===== src/hdl/led_ring_and_digit_frame_controller_top_defines.svh =====
// Assertion macros shared by the LED ring and digit frame controller.
`ifndef LED_RING_AND_DIGIT_FRAME_CONTROLLER_TOP_DEFINES_SVH
`define LED_RING_AND_DIGIT_FRAME_CONTROLLER_TOP_DEFINES_SVH

// Same-cycle implication, checked outside reset.
`define LRDF_ASSERT_NOW(lbl, ck, rs, ante, cons, msg) \
  lbl: assert property (@(posedge ck) disable iff (rs) (ante) |-> (cons)) else $error(msg);

// Next-cycle implication, checked outside reset.
`define LRDF_ASSERT_NEXT(lbl, ck, rs, ante, cons, msg) \
  lbl: assert property (@(posedge ck) disable iff (rs) (ante) |=> (cons)) else $error(msg);

`endif


===== src/hdl/lrdf_pkg.sv =====
// Shared types, constants and the digit font of the LED ring frame controller.
`default_nettype none
package lrdf_pkg;

  localparam int FRAME_BYTES   = 12;
  localparam int RING_LEDS_DEF = 60;
  localparam int RING_MAX      = 64;
  localparam int FRAME_W       = FRAME_BYTES * 8;
  localparam int CODE_W        = 8;
  localparam int GLYPH_W       = 16;
  localparam int DIG_W         = 2 * GLYPH_W;
  localparam int CFG_W         = 6;
  localparam int QUOT_W        = 5;
  localparam int KIDX_W        = $clog2(FRAME_BYTES);
  localparam logic [CODE_W-1:0] DIV_BASE = 8'd10;

  typedef enum logic [2:0] {
    OP_SET_RANGE = 3'd0,
    OP_CLR_RANGE = 3'd1,
    OP_DIGITS    = 3'd2,
    OP_SHOW_TIME = 3'd3,
    OP_CLR_ALL   = 3'd4,
    OP_SET_ALL   = 3'd5,
    OP_FLUSH     = 3'd6,
    OP_NOP       = 3'd7
  } op_t;

  typedef enum logic [2:0] {
    ST_IDLE,
    ST_CHK_A,
    ST_CHK_B,
    ST_ORDER,
    ST_WALK,
    ST_DIV,
    ST_FLUSH
  } state_t;

  typedef enum logic [2:0] {
    ALU_CHK_A,
    ALU_CHK_B,
    ALU_ORDER,
    ALU_WALK,
    ALU_DIV
  } alu_sel_t;

  typedef struct packed {
    logic [CODE_W-1:0] diff;
    logic              borrow;
    logic              zero;
  } alu_res_t;

  typedef struct packed {
    logic  in_valid;
    op_t   in_op;
    op_t   cur_op;
    logic  borrow;
    logic  zero;
    logic  flush_last;
    logic  out_free;
  } sts_t;

  typedef struct packed {
    logic     in_ready;
    logic     take;
    alu_sel_t alu_sel;
    logic     do_order;
    logic     walk_step;
    logic     div_step;
    logic     div_done;
    logic     flush_load;
  } ctl_t;

  // Segment font: low byte is the first segment byte, high byte the second.
  function automatic logic [GLYPH_W-1:0] glyph(input logic [CODE_W-1:0] code);
    logic [GLYPH_W-1:0] g;
    case (code)
      8'd0:  g = 16'h0FFF;
      8'd1:  g = 16'h003C;
      8'd2:  g = 16'h33CF;
      8'd3:  g = 16'h30FF;
      8'd4:  g = 16'h3C3C;
      8'd5:  g = 16'h3CF3;
      8'd6:  g = 16'h3FF3;
      8'd7:  g = 16'h003F;
      8'd8:  g = 16'h3FFF;
      8'd9:  g = 16'h3CFF;
      8'h41: g = 16'h3F3F; // A
      8'h42: g = 16'h1FDB;
      8'h43: g = 16'h0FC3;
      8'h44: g = 16'h0FDB;
      8'h45: g = 16'h3FC3;
      8'h46: g = 16'h3F03;
      8'h47: g = 16'h1FD3;
      8'h48: g = 16'h3F3C;
      8'h49: g = 16'h0F00;
      8'h4A: g = 16'h00FC;
      8'h4B: g = 16'h3F24;
      8'h4C: g = 16'h0FC0;
      8'h4D: g = 16'h3B34;
      8'h4E: g = 16'h073B;
      8'h4F: g = 16'h06DB;
      8'h50: g = 16'h3F0F;
      8'h52: g = 16'h0F03;
      8'h53: g = 16'h2CD1;
      8'h54: g = 16'h3F00;
      8'h55: g = 16'h0FFC;
      8'h56: g = 16'h0AD4;
      8'h59: g = 16'h3DFD;
      8'h5A: g = 16'h32D8; // Z
      default: g = '0;     // no glyph: blank
    endcase
    return g;
  endfunction

endpackage
`default_nettype wire


===== src/hdl/lrdf_alu.sv =====
// Shared 8-bit subtract and compare unit.
`default_nettype none
module lrdf_alu
  import lrdf_pkg::*;
(
  input  wire logic [CODE_W-1:0] opa,
  input  wire logic [CODE_W-1:0] opb,
  output alu_res_t               res
);

  logic [CODE_W:0] full;

  assign full       = {1'b0, opa} - {1'b0, opb};
  assign res.diff   = full[CODE_W-1:0];
  assign res.borrow = full[CODE_W];
  assign res.zero   = (full[CODE_W-1:0] == '0);

endmodule
`default_nettype wire


===== config.mk =====
export PLATFORM = sky130hd
export DESIGN_NAME = lrdf_alu
export DESIGN_NICKNAME = d
export VERILOG_FILES = /design/src/hdl/led_ring_and_digit_frame_controller_top_defines.svh /design/src/hdl/lrdf_pkg.sv /design/src/hdl/lrdf_alu.sv
export SDC_FILE = /design/constraint.sdc
export NUM_CORES = 1
export LEC_CHECK = 0
export BUFFER_PORTS_ARGS = -buffer_cell sky130_fd_sc_hd__clkbuf_2
export CORE_AREA = 2 2 39 41
export DETAILED_ROUTE_END_ITERATION = 8
export DIE_AREA = 0 0 41 43
export PLACE_DENSITY = 0.64
export SLEW_MARGIN = 20
export SYNTH_ARGS = -nofsm -noshare
export SYNTH_HDL_FRONTEND = slang
export SYNTH_SLANG_ARGS = --single-unit
export TNS_END_PERCENT = 30

===== constraint.sdc =====
create_clock -name vclk -period 2.12
set_input_delay 0 -clock vclk [all_inputs]
set_output_delay 0 -clock vclk [all_outputs]
set_load 0.01 [all_outputs]

==> flow_summary.toml <==
[sta]
hold_viol = 0
slew_headroom_pct = 78.83
worstMarginPinSlew_ns = 0.3156
fmax_ghz = 0.5382
finalSetupViolations = 0
slew_viol_final = 0
period_needed_ns = 1.858
rsz0062_at_grt = "no"
post-route-period-util_pct = 87.65
setup_tns_ns = 0

[global_route]
overflow = 0
grt_pass1_vias = 364
grt_use_total_pct = 9.619
grt_pass1_wl_um = 1304
grt_max_degree = 7
antenna_found_initial = 0

[finish]
clkbuf_count = 0
seq_cells = 0
seq_area_um2 = 0
layout.nets = 106
final_layout_size_suffix_gt1_share_pct = 41.77
multi_input_area_um2 = 367.9
syn2layout_area_growth_pct = 36.36
num-fill-cells = 151
insertedDiodeCount = 0
design_area_um2 = 563.0

[synthesis]
syn_nets = 78
netlist_area_um2 = 412.9
ys_warn_count = 0
synth.avg_cell_area_um2 = 7.790
synth.distinct_cells = 26
syn_inst = 53
seq_area_frac_synth_pct = 0

[detailed_routing]
first_pass_iters = 2
num_vias = 436
viasPerCell = 4.589
first_iter_violations = 5
wl_per_cell_um = 8.263
postRouteAntennaNets = 0
drc = 0
wirelength_um = 785

[die]
coreArea_um2 = 1384
pin_count = 26
rows = 14
die_w_um = 41
dieArea_um2 = 1763
fp.dieH_um = 43
start_util_pct = 29.84

[placement]
gp_congestion = 0.7004
numPortBuffers = 26
dp_hpwl_um = 744.7
placed_area_um2 = 563.0

[worst_setup_path]
critical_path_class = "input port to primary output"
startpoint_type = "input port"
crit_arrival_ns = 1.86
cp-end-kind = "primary output"
required_ns = 2.12
cp_max_fo = 2

[pwr]
intPower_mw = 0.08434
p_sw_share_pct = 50.70
seqPwrFrac_pct = 0
power_density_nw_per_um2 = 303.8
combPwrFrac_pct = 100.0
power_mw = 0.1711
clkPwrFrac_pct = 0
vdd_ir_drop_max_v = 0.0001174
netSwitchingPower_mw = 0.08674
p_leak_nw = 0.3272

[hold_path]
hold_depth = 4
hold_class = "input port to primary output"
min_from = "opb[0]"
min_to = "res[2]"

[clocking]
postCtsHoldBufs = 0
cts_setup_buffers = 0
cts_resized = 0

[outcome]
outcome = "finished, final reports clean"

[job]
drv_cap = 0
## area by class of cell
| cell class | count | area share (%) |
|---|---|---|
| multi-input cells | 41 | 65.33 |
| repair buffers | 26 | 23.11 |
| inverters | 12 | 8.000 |
| well taps | 16 | 3.556 |
## worst max-delay path: stages
cell and delay [ns]:
clkbuf_2 0.07, inv_1 0.03, ha_1 0.24, fa_1 0.50
inv_1 0.05, or3_1 0.37, a221o_1 0.30, nor4_2 0.13
clkbuf_2 0.17
## worst max path at each step
stage                start  endpoint  slack [ns]
floorplan           opa[0]    res[0]        0.45
global placement    opa[0]    res[0]        0.27
detailed placement  opa[0]    res[0]        0.25
CTS                 opa[0]    res[0]        0.25
global route        opa[0]    res[0]        0.10
finish              opa[0]    res[0]        0.26
## kinds of logic (layout without fill, tap and decap cells)
kind of cell	count (synthesis)	in the layout	synth area share [%]
buffers and inverters	12	38	10.91
xor gates and xnor gates	3	3	6.365
and+or+nand+nor	13	13	20.91
adders and majority gates	9	9	29.09
AOI/OAI and AO/OA	16	16	32.72
## power groups by stage
stage / clock network, mW / registers, mW / logic [mW]
global route: 0 / 0 / 0.190
global placement: 0 / 0 / 0.171
finish: 0 / 0 / 0.171
detailed placement: 0 / 0 / 0.173
floorplan: 0 / 0 / 0.116
CTS: 0 / 0 / 0.174
## per-layer routing
| metal | vias up | track usage (%) | share of wire [%] |
|---|---|---|---|
| li1 | 238 | - | - |
| met1 | 185 | 13.42 | 45 |
| met2 | 13 | 16.88 | 48 |
| met3 | 0 | 0 | 6.9 |
| met4 | 0 | 0 | 0 |
| met5 | - | 0 | 0 |
## placed cells by master (no fill, tap or decap), types with 2 or more instances in the layout
master | netlist | routed
ha_1 | 8 | 8
inv_1 | 12 | 12
and2_1 | 2 | 2
or3_1 | 2 | 2
nor2_1 | 3 | 3
xnor2_1 | 3 | 3
clkbuf_2 | 0 | 26
o21ai_0 | 3 | 3
o21a_1 | 2 | 2
## cell usage after synthesis
master,count,area [um2]
o21ai_2,1,8.760
o211a_1,1,10.01
o21ai_0,3,15.01
nand2_1,1,3.750
o31ai_2,1,12.51
nor2_1,3,11.26
or2_2,1,6.260
or3_1,2,12.51
o21a_1,2,15.01
xnor2_1,3,26.28
a21oi_1,1,5.000
or2b_1,1,7.510
a21boi_1,1,7.510
nor4_2,1,12.51
nor2b_4,1,13.76
and2_1,2,12.51
a2111o_1,1,11.26
nor2b_1,1,6.260
o21a_2,1,8.760
fa_1,1,20.02
a211oi_2,1,12.51
a221o_1,1,10.01
o21ba_1,1,10.01
o31a_1,1,8.760
inv_1,12,45.04
ha_1,8,100.1
## through the flow
| stage | utilization (%) | hold WS [ns] | instances | setup WS [ns] |
|---|---|---|---|---|
| floorplan | - | 0.1535 | 53 | 0.4529 |
| CTS | 40.69 | 0.3457 | 95 | 0.2498 |
| detailed placement | 40.69 | 0.3442 | 95 | 0.2514 |
| global route | 40.69 | 0.3798 | 95 | 0.1028 |
| global placement | 40.69 | 0.3406 | 95 | 0.2743 |
| finish | 40.69 | 0.3443 | 95 | 0.2619 |
No activity file was read; power rests on OpenSTA's default activity.
