<file path="src/hdl/led_ring_and_digit_frame_controller_top_defines.svh">
// Assertion macros shared by the LED ring and digit frame controller.
`ifndef LED_RING_AND_DIGIT_FRAME_CONTROLLER_TOP_DEFINES_SVH
`define LED_RING_AND_DIGIT_FRAME_CONTROLLER_TOP_DEFINES_SVH

// Same-cycle implication, checked outside reset.
`define LRDF_ASSERT_NOW(lbl, ck, rs, ante, cons, msg) \
  lbl: assert property (@(posedge ck) disable iff (rs) (ante) |-> (cons)) else $error(msg);

// Next-cycle implication, checked outside reset.
`define LRDF_ASSERT_NEXT(lbl, ck, rs, ante, cons, msg) \
  lbl: assert property (@(posedge ck) disable iff (rs) (ante) |=> (cons)) else $error(msg);

`endif

</file>
<file path="src/hdl/lrdf_pkg.sv">
// Shared types, constants and the digit font of the LED ring frame controller.
`default_nettype none
package lrdf_pkg;

  localparam int FRAME_BYTES   = 12;
  localparam int RING_LEDS_DEF = 60;
  localparam int RING_MAX      = 64;
  localparam int FRAME_W       = FRAME_BYTES * 8;
  localparam int CODE_W        = 8;
  localparam int GLYPH_W       = 16;
  localparam int DIG_W         = 2 * GLYPH_W;
  localparam int CFG_W         = 6;
  localparam int QUOT_W        = 5;
  localparam int KIDX_W        = $clog2(FRAME_BYTES);
  localparam logic [CODE_W-1:0] DIV_BASE = 8'd10;

  typedef enum logic [2:0] {
    OP_SET_RANGE = 3'd0,
    OP_CLR_RANGE = 3'd1,
    OP_DIGITS    = 3'd2,
    OP_SHOW_TIME = 3'd3,
    OP_CLR_ALL   = 3'd4,
    OP_SET_ALL   = 3'd5,
    OP_FLUSH     = 3'd6,
    OP_NOP       = 3'd7
  } op_t;

  typedef enum logic [2:0] {
    ST_IDLE,
    ST_CHK_A,
    ST_CHK_B,
    ST_ORDER,
    ST_WALK,
    ST_DIV,
    ST_FLUSH
  } state_t;

  typedef enum logic [2:0] {
    ALU_CHK_A,
    ALU_CHK_B,
    ALU_ORDER,
    ALU_WALK,
    ALU_DIV
  } alu_sel_t;

  typedef struct packed {
    logic [CODE_W-1:0] diff;
    logic              borrow;
    logic              zero;
  } alu_res_t;

  typedef struct packed {
    logic  in_valid;
    op_t   in_op;
    op_t   cur_op;
    logic  borrow;
    logic  zero;
    logic  flush_last;
    logic  out_free;
  } sts_t;

  typedef struct packed {
    logic     in_ready;
    logic     take;
    alu_sel_t alu_sel;
    logic     do_order;
    logic     walk_step;
    logic     div_step;
    logic     div_done;
    logic     flush_load;
  } ctl_t;

  // Segment font: low byte is the first segment byte, high byte the second.
  function automatic logic [GLYPH_W-1:0] glyph(input logic [CODE_W-1:0] code);
    logic [GLYPH_W-1:0] g;
    case (code)
      8'd0:  g = 16'h0FFF;
      8'd1:  g = 16'h003C;
      8'd2:  g = 16'h33CF;
      8'd3:  g = 16'h30FF;
      8'd4:  g = 16'h3C3C;
      8'd5:  g = 16'h3CF3;
      8'd6:  g = 16'h3FF3;
      8'd7:  g = 16'h003F;
      8'd8:  g = 16'h3FFF;
      8'd9:  g = 16'h3CFF;
      8'h41: g = 16'h3F3F; // A
      8'h42: g = 16'h1FDB;
      8'h43: g = 16'h0FC3;
      8'h44: g = 16'h0FDB;
      8'h45: g = 16'h3FC3;
      8'h46: g = 16'h3F03;
      8'h47: g = 16'h1FD3;
      8'h48: g = 16'h3F3C;
      8'h49: g = 16'h0F00;
      8'h4A: g = 16'h00FC;
      8'h4B: g = 16'h3F24;
      8'h4C: g = 16'h0FC0;
      8'h4D: g = 16'h3B34;
      8'h4E: g = 16'h073B;
      8'h4F: g = 16'h06DB;
      8'h50: g = 16'h3F0F;
      8'h52: g = 16'h0F03;
      8'h53: g = 16'h2CD1;
      8'h54: g = 16'h3F00;
      8'h55: g = 16'h0FFC;
      8'h56: g = 16'h0AD4;
      8'h59: g = 16'h3DFD;
      8'h5A: g = 16'h32D8; // Z
      default: g = '0;     // no glyph: blank
    endcase
    return g;
  endfunction

endpackage
`default_nettype wire

</file>
<file path="src/hdl/lrdf_ctrl.sv">
// Command sequencer of the LED ring frame controller.
`default_nettype none
module lrdf_ctrl
  import lrdf_pkg::*;
(
  input  wire logic clk,
  input  wire logic rst,
  input  sts_t      sts,
  output ctl_t      ctl
);

  state_t state, state_next;
  op_t    done_op;

  assign done_op = sts.cur_op;

  always_ff @(posedge clk) begin
    if (rst) begin
      state <= ST_IDLE;
    end else begin
      state <= state_next;
    end
  end

  always_comb begin
    state_next = state;
    case (state)
      ST_IDLE: begin
        if (sts.in_valid) begin
          if (sts.in_op inside {OP_SET_RANGE, OP_CLR_RANGE, OP_SHOW_TIME}) begin
            state_next = ST_CHK_A;
          end else if (sts.in_op == OP_FLUSH) begin
            state_next = ST_FLUSH;
          end
        end
      end
      ST_CHK_A, ST_CHK_B: begin
        // no borrow: end at or past ring size, drop the range
        if (!sts.borrow) begin
          state_next = (done_op == OP_SHOW_TIME) ? ST_DIV : ST_IDLE;
        end else begin
          state_next = (state == ST_CHK_A) ? ST_CHK_B : ST_ORDER;
        end
      end
      ST_ORDER: state_next = ST_WALK;
      ST_WALK: begin
        if (sts.zero) begin
          state_next = (done_op == OP_SHOW_TIME) ? ST_DIV : ST_IDLE;
        end
      end
      ST_DIV: begin
        if (sts.borrow) begin
          state_next = ST_IDLE;
        end
      end
      ST_FLUSH: begin
        if (sts.out_free && sts.flush_last) begin
          state_next = ST_IDLE;
        end
      end
      default: state_next = ST_IDLE;
    endcase
  end

  always_comb begin
    ctl            = '0;
    ctl.alu_sel    = ALU_DIV;
    ctl.in_ready   = (state == ST_IDLE);
    ctl.take       = ctl.in_ready && sts.in_valid;
    case (state)
      ST_CHK_A:  ctl.alu_sel = ALU_CHK_A;
      ST_CHK_B:  ctl.alu_sel = ALU_CHK_B;
      ST_ORDER: begin
        ctl.alu_sel  = ALU_ORDER;
        ctl.do_order = 1'b1;
      end
      ST_WALK: begin
        ctl.alu_sel   = ALU_WALK;
        ctl.walk_step = 1'b1;
      end
      ST_DIV: begin
        ctl.alu_sel  = ALU_DIV;
        ctl.div_step = !sts.borrow;
        ctl.div_done = sts.borrow;
      end
      ST_FLUSH:  ctl.flush_load = sts.out_free;
      default:   ctl.alu_sel = ALU_DIV;
    endcase
  end

endmodule
`default_nettype wire
</file>
<file path="config.mk">
export PLATFORM = sky130hd
export DESIGN_NAME = lrdf_ctrl
export DESIGN_NICKNAME = d
export VERILOG_FILES = /design/src/hdl/led_ring_and_digit_frame_controller_top_defines.svh /design/src/hdl/lrdf_pkg.sv /design/src/hdl/lrdf_ctrl.sv
export SDC_FILE = /design/constraint.sdc
export NUM_CORES = 1
export LEC_CHECK = 0
export BUFFER_PORTS_ARGS = -buffer_cell sky130_fd_sc_hd__buf_4
export CORE_AREA = 2 2 39 41
export DETAILED_ROUTE_END_ITERATION = 10
export DIE_AREA = 0 0 41 43
export SYNTH_ARGS = -nofsm -noshare
export SYNTH_HDL_FRONTEND = slang
export SYNTH_SLANG_ARGS = --single-unit
</file>
<file path="constraint.sdc">
create_clock -name clk -period 2.9 [get_ports clk]
set_input_delay 0.145 -clock clk [delete_from_list [all_inputs] [get_ports clk]]
set_output_delay 0.145 -clock clk [all_outputs]
set_load 0.1 [all_outputs]
</file>
==> impl.org <==
** Clock tree
- Buffer depth of the longest clock path :: 2
- After clock tree synthesis, the setup repair step added 0 buffers.
- Clock tree synthesis selected as its root buffer the cell sky130_fd_sc_hd__clkbuf_4.
- Max H-tree Level :: 1
- Clock tree synthesis found a total of 3 sinks.
- Num CTS Buffers :: 3
- Count of hold-fix buffers inserted at cts :: 0
- CTS-repair resized insts :: 0
- Clock-pin slew was measured on the worst setup and hold paths at 40 ps.
- CTS tree :: done
- Source-to-sink clock delay at the later pin of the worst-skew pair :: 230 ps

** Synth
- Net count after synthesis :: 72
- Dividing the synthesized area by the synthesized cell count gives 7.25 um2.
- Yosys attributes the largest share of cell area to sky130_fd_sc_hd__dfxtp_1, sky130_fd_sc_hd__nor2_1, sky130_fd_sc_hd__buf_6.
- Most instantiated flip-flop cell in the synthesis netlist :: sky130_fd_sc_hd__dfxtp_1
- The Yosys step of the flow raised 0 warnings.
- In this run, synthesis produced a sequential element count of 3.
- Share of the synthesized area in the top cell type :: 0.140
- For this run, the register share of the synthesized area comes to 0.140.
- Synthesis handed over a netlist of 59 instances.
- After synthesis the cells add up to 428 um2.
- After synthesis, the netlist uses 32 different library cells.
- EDFF count, synth :: 0
- Most area-hungry cell type in the Yosys netlist :: sky130_fd_sc_hd__dfxtp_1
- Async S/R FF share, synth :: 0

** Worst setup path
- At the worst endpoint, the required time is 2760 ps.
- Data on the critical path arrives at its endpoint at 1690 ps.
- Crit path kind :: reg2out
- FF-to-FF path depth :: 4
- In this run the critical register-to-register path is launched from state[0]$_SDFFE_PP0P_.
- Capture instance of the worst register-to-register path :: state[0]$_SDFFE_PP0P_
- Startpoint type of the worst setup path :: register
- Worst-case register-to-register setup slack :: 1360 ps
- Maximum fanout along the worst path :: 12
- The worst setup path is captured at an output pin.

** Timing
- Subtracting the final worst setup slack from the clock period gives 1840 ps.
- The max-slew violation count came to 0.
- Setup repair after global routing missed its margin :: no
- In the final timing run, aggregate negative setup slack is 0 ps.
- Final number of setup-violating endpoints :: 0
- Hold violation total from the final report :: 0
- For the pin with the worst max-slew slack, the measured transition is 556 ps.
- Hold slack :: 109 ps
- In the finished design, the share of the clock period the worst path needs comes to 0.634.
- Measured against its own limit, the worst slew margin works out to 0.629.
- Across the routed clock network, the largest skew measured is 3.94 ps.
- Based on the critical path, the design can be clocked at up to 544 MHz.

** Finish
- Area growth, synth to finish :: 44.2%
- Final layout net count :: 96
- Once layout is complete, the cells apart from fillers number 98.
- The repair_antennas step left the layout with diodes totalling 0.
- Register name with the most flops :: state
- Measured on the finished design, the core utilization comes to 0.446.
- The register with the most flip-flops in the layout has 3 of them.
- The largest registers in the layout are state x3.
- The layout has 149 filler cells.
- Layout cell share with drive strength beyond 1 :: 0.378

** Detailed routing
- Wires add up to 1070 um.
- Vias :: 518
- Final antenna-violating net count :: 0
- Number of remaining DRC errors :: 0
- Vias per std cell :: 5.29
- First-pass detailed-route iteration total :: 4
- Mean routed wirelength per cell :: 10.9 um
- DRT iter0 DRCs :: 8

** Global route
- Total global routing track utilization :: 0.137
- The via count of the first global-routing pass came to 438.
- Global route overflow :: 0
- The initial antenna violation count is 0.
- The first global-routing pass estimated 1740 um of wire.
- Largest net degree at the start of global routing :: 18

** Placed design
- Placed cell count :: 94
- HPWL after detailed placement :: 860 um
- Number of port buffers :: 22
- RePlAce Congestion :: 0.832

** Floorplan
- Cell row count :: 14
- Number of top-level pins :: 23
- The die is 43 um tall.
- The core region is 1380 um2.
- Overall die area :: 1760 um2
- For this configuration, the core starts out at a cell density of 0.309.
- The die is 41 um wide.

** Power
- Fraction of power consumed by sequential logic :: 0.136
- Comb pwr share :: 0.759
- Switching share of power :: 0.658
- Power per cell area :: 1110 nW/um2
- Share of power burned in the clock network :: 0.105
- Net switching power figure :: 0.000452 W
- IR analysis of the VDD net gives a maximum drop of 0.449 mV.
- Cell internal power was estimated by the tool at 0.000235 W.
- Summed over all cells, the static leakage comes to 0.263 nW.

** Hold path
- The startpoint identified for the worst hold timing path is rst.
- Destination of the worst hold path :: state[1]$_SDFFE_PP0P_
- Counting instances, the worst hold path has a depth of 2.
- Kind of path behind the tightest hold check :: in2reg

** Run status
- The flow ran to the end, and the final reports show no timing, DRC or antenna violations.

** Job
- Count of max-cap constraint violations :: 0
through the flow:
step / total power (W) / area [um2] / worst slack (ps)
2_1_floorplan: 0.000531 / 433 / 98.4
3_3_place_gp: 0.000622 / 591 / 1260
3_5_place_dp: 0.000618 / 591 / 1320
4_1_cts: 0.000693 / 617 / 1050
5_1_grt: 0.000725 / 617 / 930
6_report: 0.000687 / 617 / 1060
placed cells by master, fill, tap and decap left out, types with 2 or more instances in the layout:
master	Yosys	routed
sky130_fd_sc_hd__a21oi_1	4	4
sky130_fd_sc_hd__clkbuf_4	0	3
sky130_fd_sc_hd__o211ai_1	2	2
sky130_fd_sc_hd__or2_0	2	2
sky130_fd_sc_hd__nor2_1	8	8
sky130_fd_sc_hd__nor3_1	3	2
sky130_fd_sc_hd__o21ai_0	2	2
sky130_fd_sc_hd__inv_1	2	2
sky130_fd_sc_hd__buf_4	0	22
sky130_fd_sc_hd__nand2b_1	3	3
sky130_fd_sc_hd__dfxtp_1	3	3
sky130_fd_sc_hd__nand2_1	2	2
sky130_fd_sc_hd__nor2b_1	2	2
sky130_fd_sc_hd__nand3b_1	2	2
sky130_fd_sc_hd__xnor2_1	2	2
sky130_fd_sc_hd__o22ai_1	3	3
sky130_fd_sc_hd__nor3_2	1	2
layout make-up:
| class | instances | area [um2] | area share |
|---|---|---|---|
| Inverter | 3 | 11.3 | 0.0183 |
| Sequential cell | 3 | 60.1 | 0.0974 |
| Timing Repair Buffer | 22 | 165 | 0.268 |
| Clock buffer | 4 | 26.3 | 0.0426 |
| Tap cell | 16 | 20.0 | 0.0325 |
| Multi-Input combinational cell | 50 | 334 | 0.542 |
metal layers:
| metal | global-route usage | wire, um | vias to the layer above |
|---|---|---|---|
| met5 | 0 | 0 | - |
| met4 | 0.0400 | 0 | 0 |
| met3 | 0.0157 | 44 | 0 |
| met2 | 0.219 | 551 | 8 |
| met1 | 0.186 | 475 | 240 |
| li1 | - | - | 270 |
how the worst max path moves through the flow:
stage | from | to | slack (ps) | depth (start not counted)
5_1_grt | state[2]$_SDFFE_PP0P_ | ctl[0] | 930 | 4
4_1_cts | state[2]$_SDFFE_PP0P_ | ctl[0] | 1050 | 4
2_1_floorplan | state[0]$_SDFFE_PP0P_ | ctl[1] | 100 | 3
3_5_place_dp | state[2]$_SDFFE_PP0P_ | ctl[0] | 1320 | 4
3_3_place_gp | state[2]$_SDFFE_PP0P_ | ctl[0] | 1260 | 4
6_report | state[2]$_SDFFE_PP0P_ | ctl[0] | 1060 | 4
cell families (layout without fill, tap and decap cells):
family | after synthesis | count (layout) | share of synthesized area
AND/OR/NAND/NOR | 29 | 29 | 0.398
AO/OA/AOI/OAI | 19 | 19 | 0.330
buffers and inverters | 6 | 29 | 0.0906
flip-flops | 3 | 3 | 0.140
XOR/XNOR | 2 | 2 | 0.0409
synth_stat cells (3+ instances only):
master and count:
sky130_fd_sc_hd__nand2b_1 3, sky130_fd_sc_hd__o22ai_1 3, sky130_fd_sc_hd__dfxtp_1 3, sky130_fd_sc_hd__a21oi_1 4, sky130_fd_sc_hd__nor3_1 3, sky130_fd_sc_hd__nor2_1 8
power groups by stage:
| stage | sequential, W | combinational [W] | clock [W] |
|---|---|---|---|
| after floorplan | 0.0000648 | 0.000467 | 0 |
| after global placement | 0.0000958 | 0.000526 | 0 |
| after detailed placement | 0.0000943 | 0.000524 | 0 |
| after CTS | 0.0000937 | 0.000524 | 0.0000755 |
| after global routing | 0.0000990 | 0.000547 | 0.0000792 |
| final | 0.0000935 | 0.000521 | 0.0000723 |
worst max-delay path: stages (launching register included):
cell	delay (ps)
sky130_fd_sc_hd__dfxtp_1	610
sky130_fd_sc_hd__inv_1	200
sky130_fd_sc_hd__nor2_1	190
sky130_fd_sc_hd__and3_1	170
sky130_fd_sc_hd__buf_4	280
No activity file was read; power rests on OpenSTA's default activity.
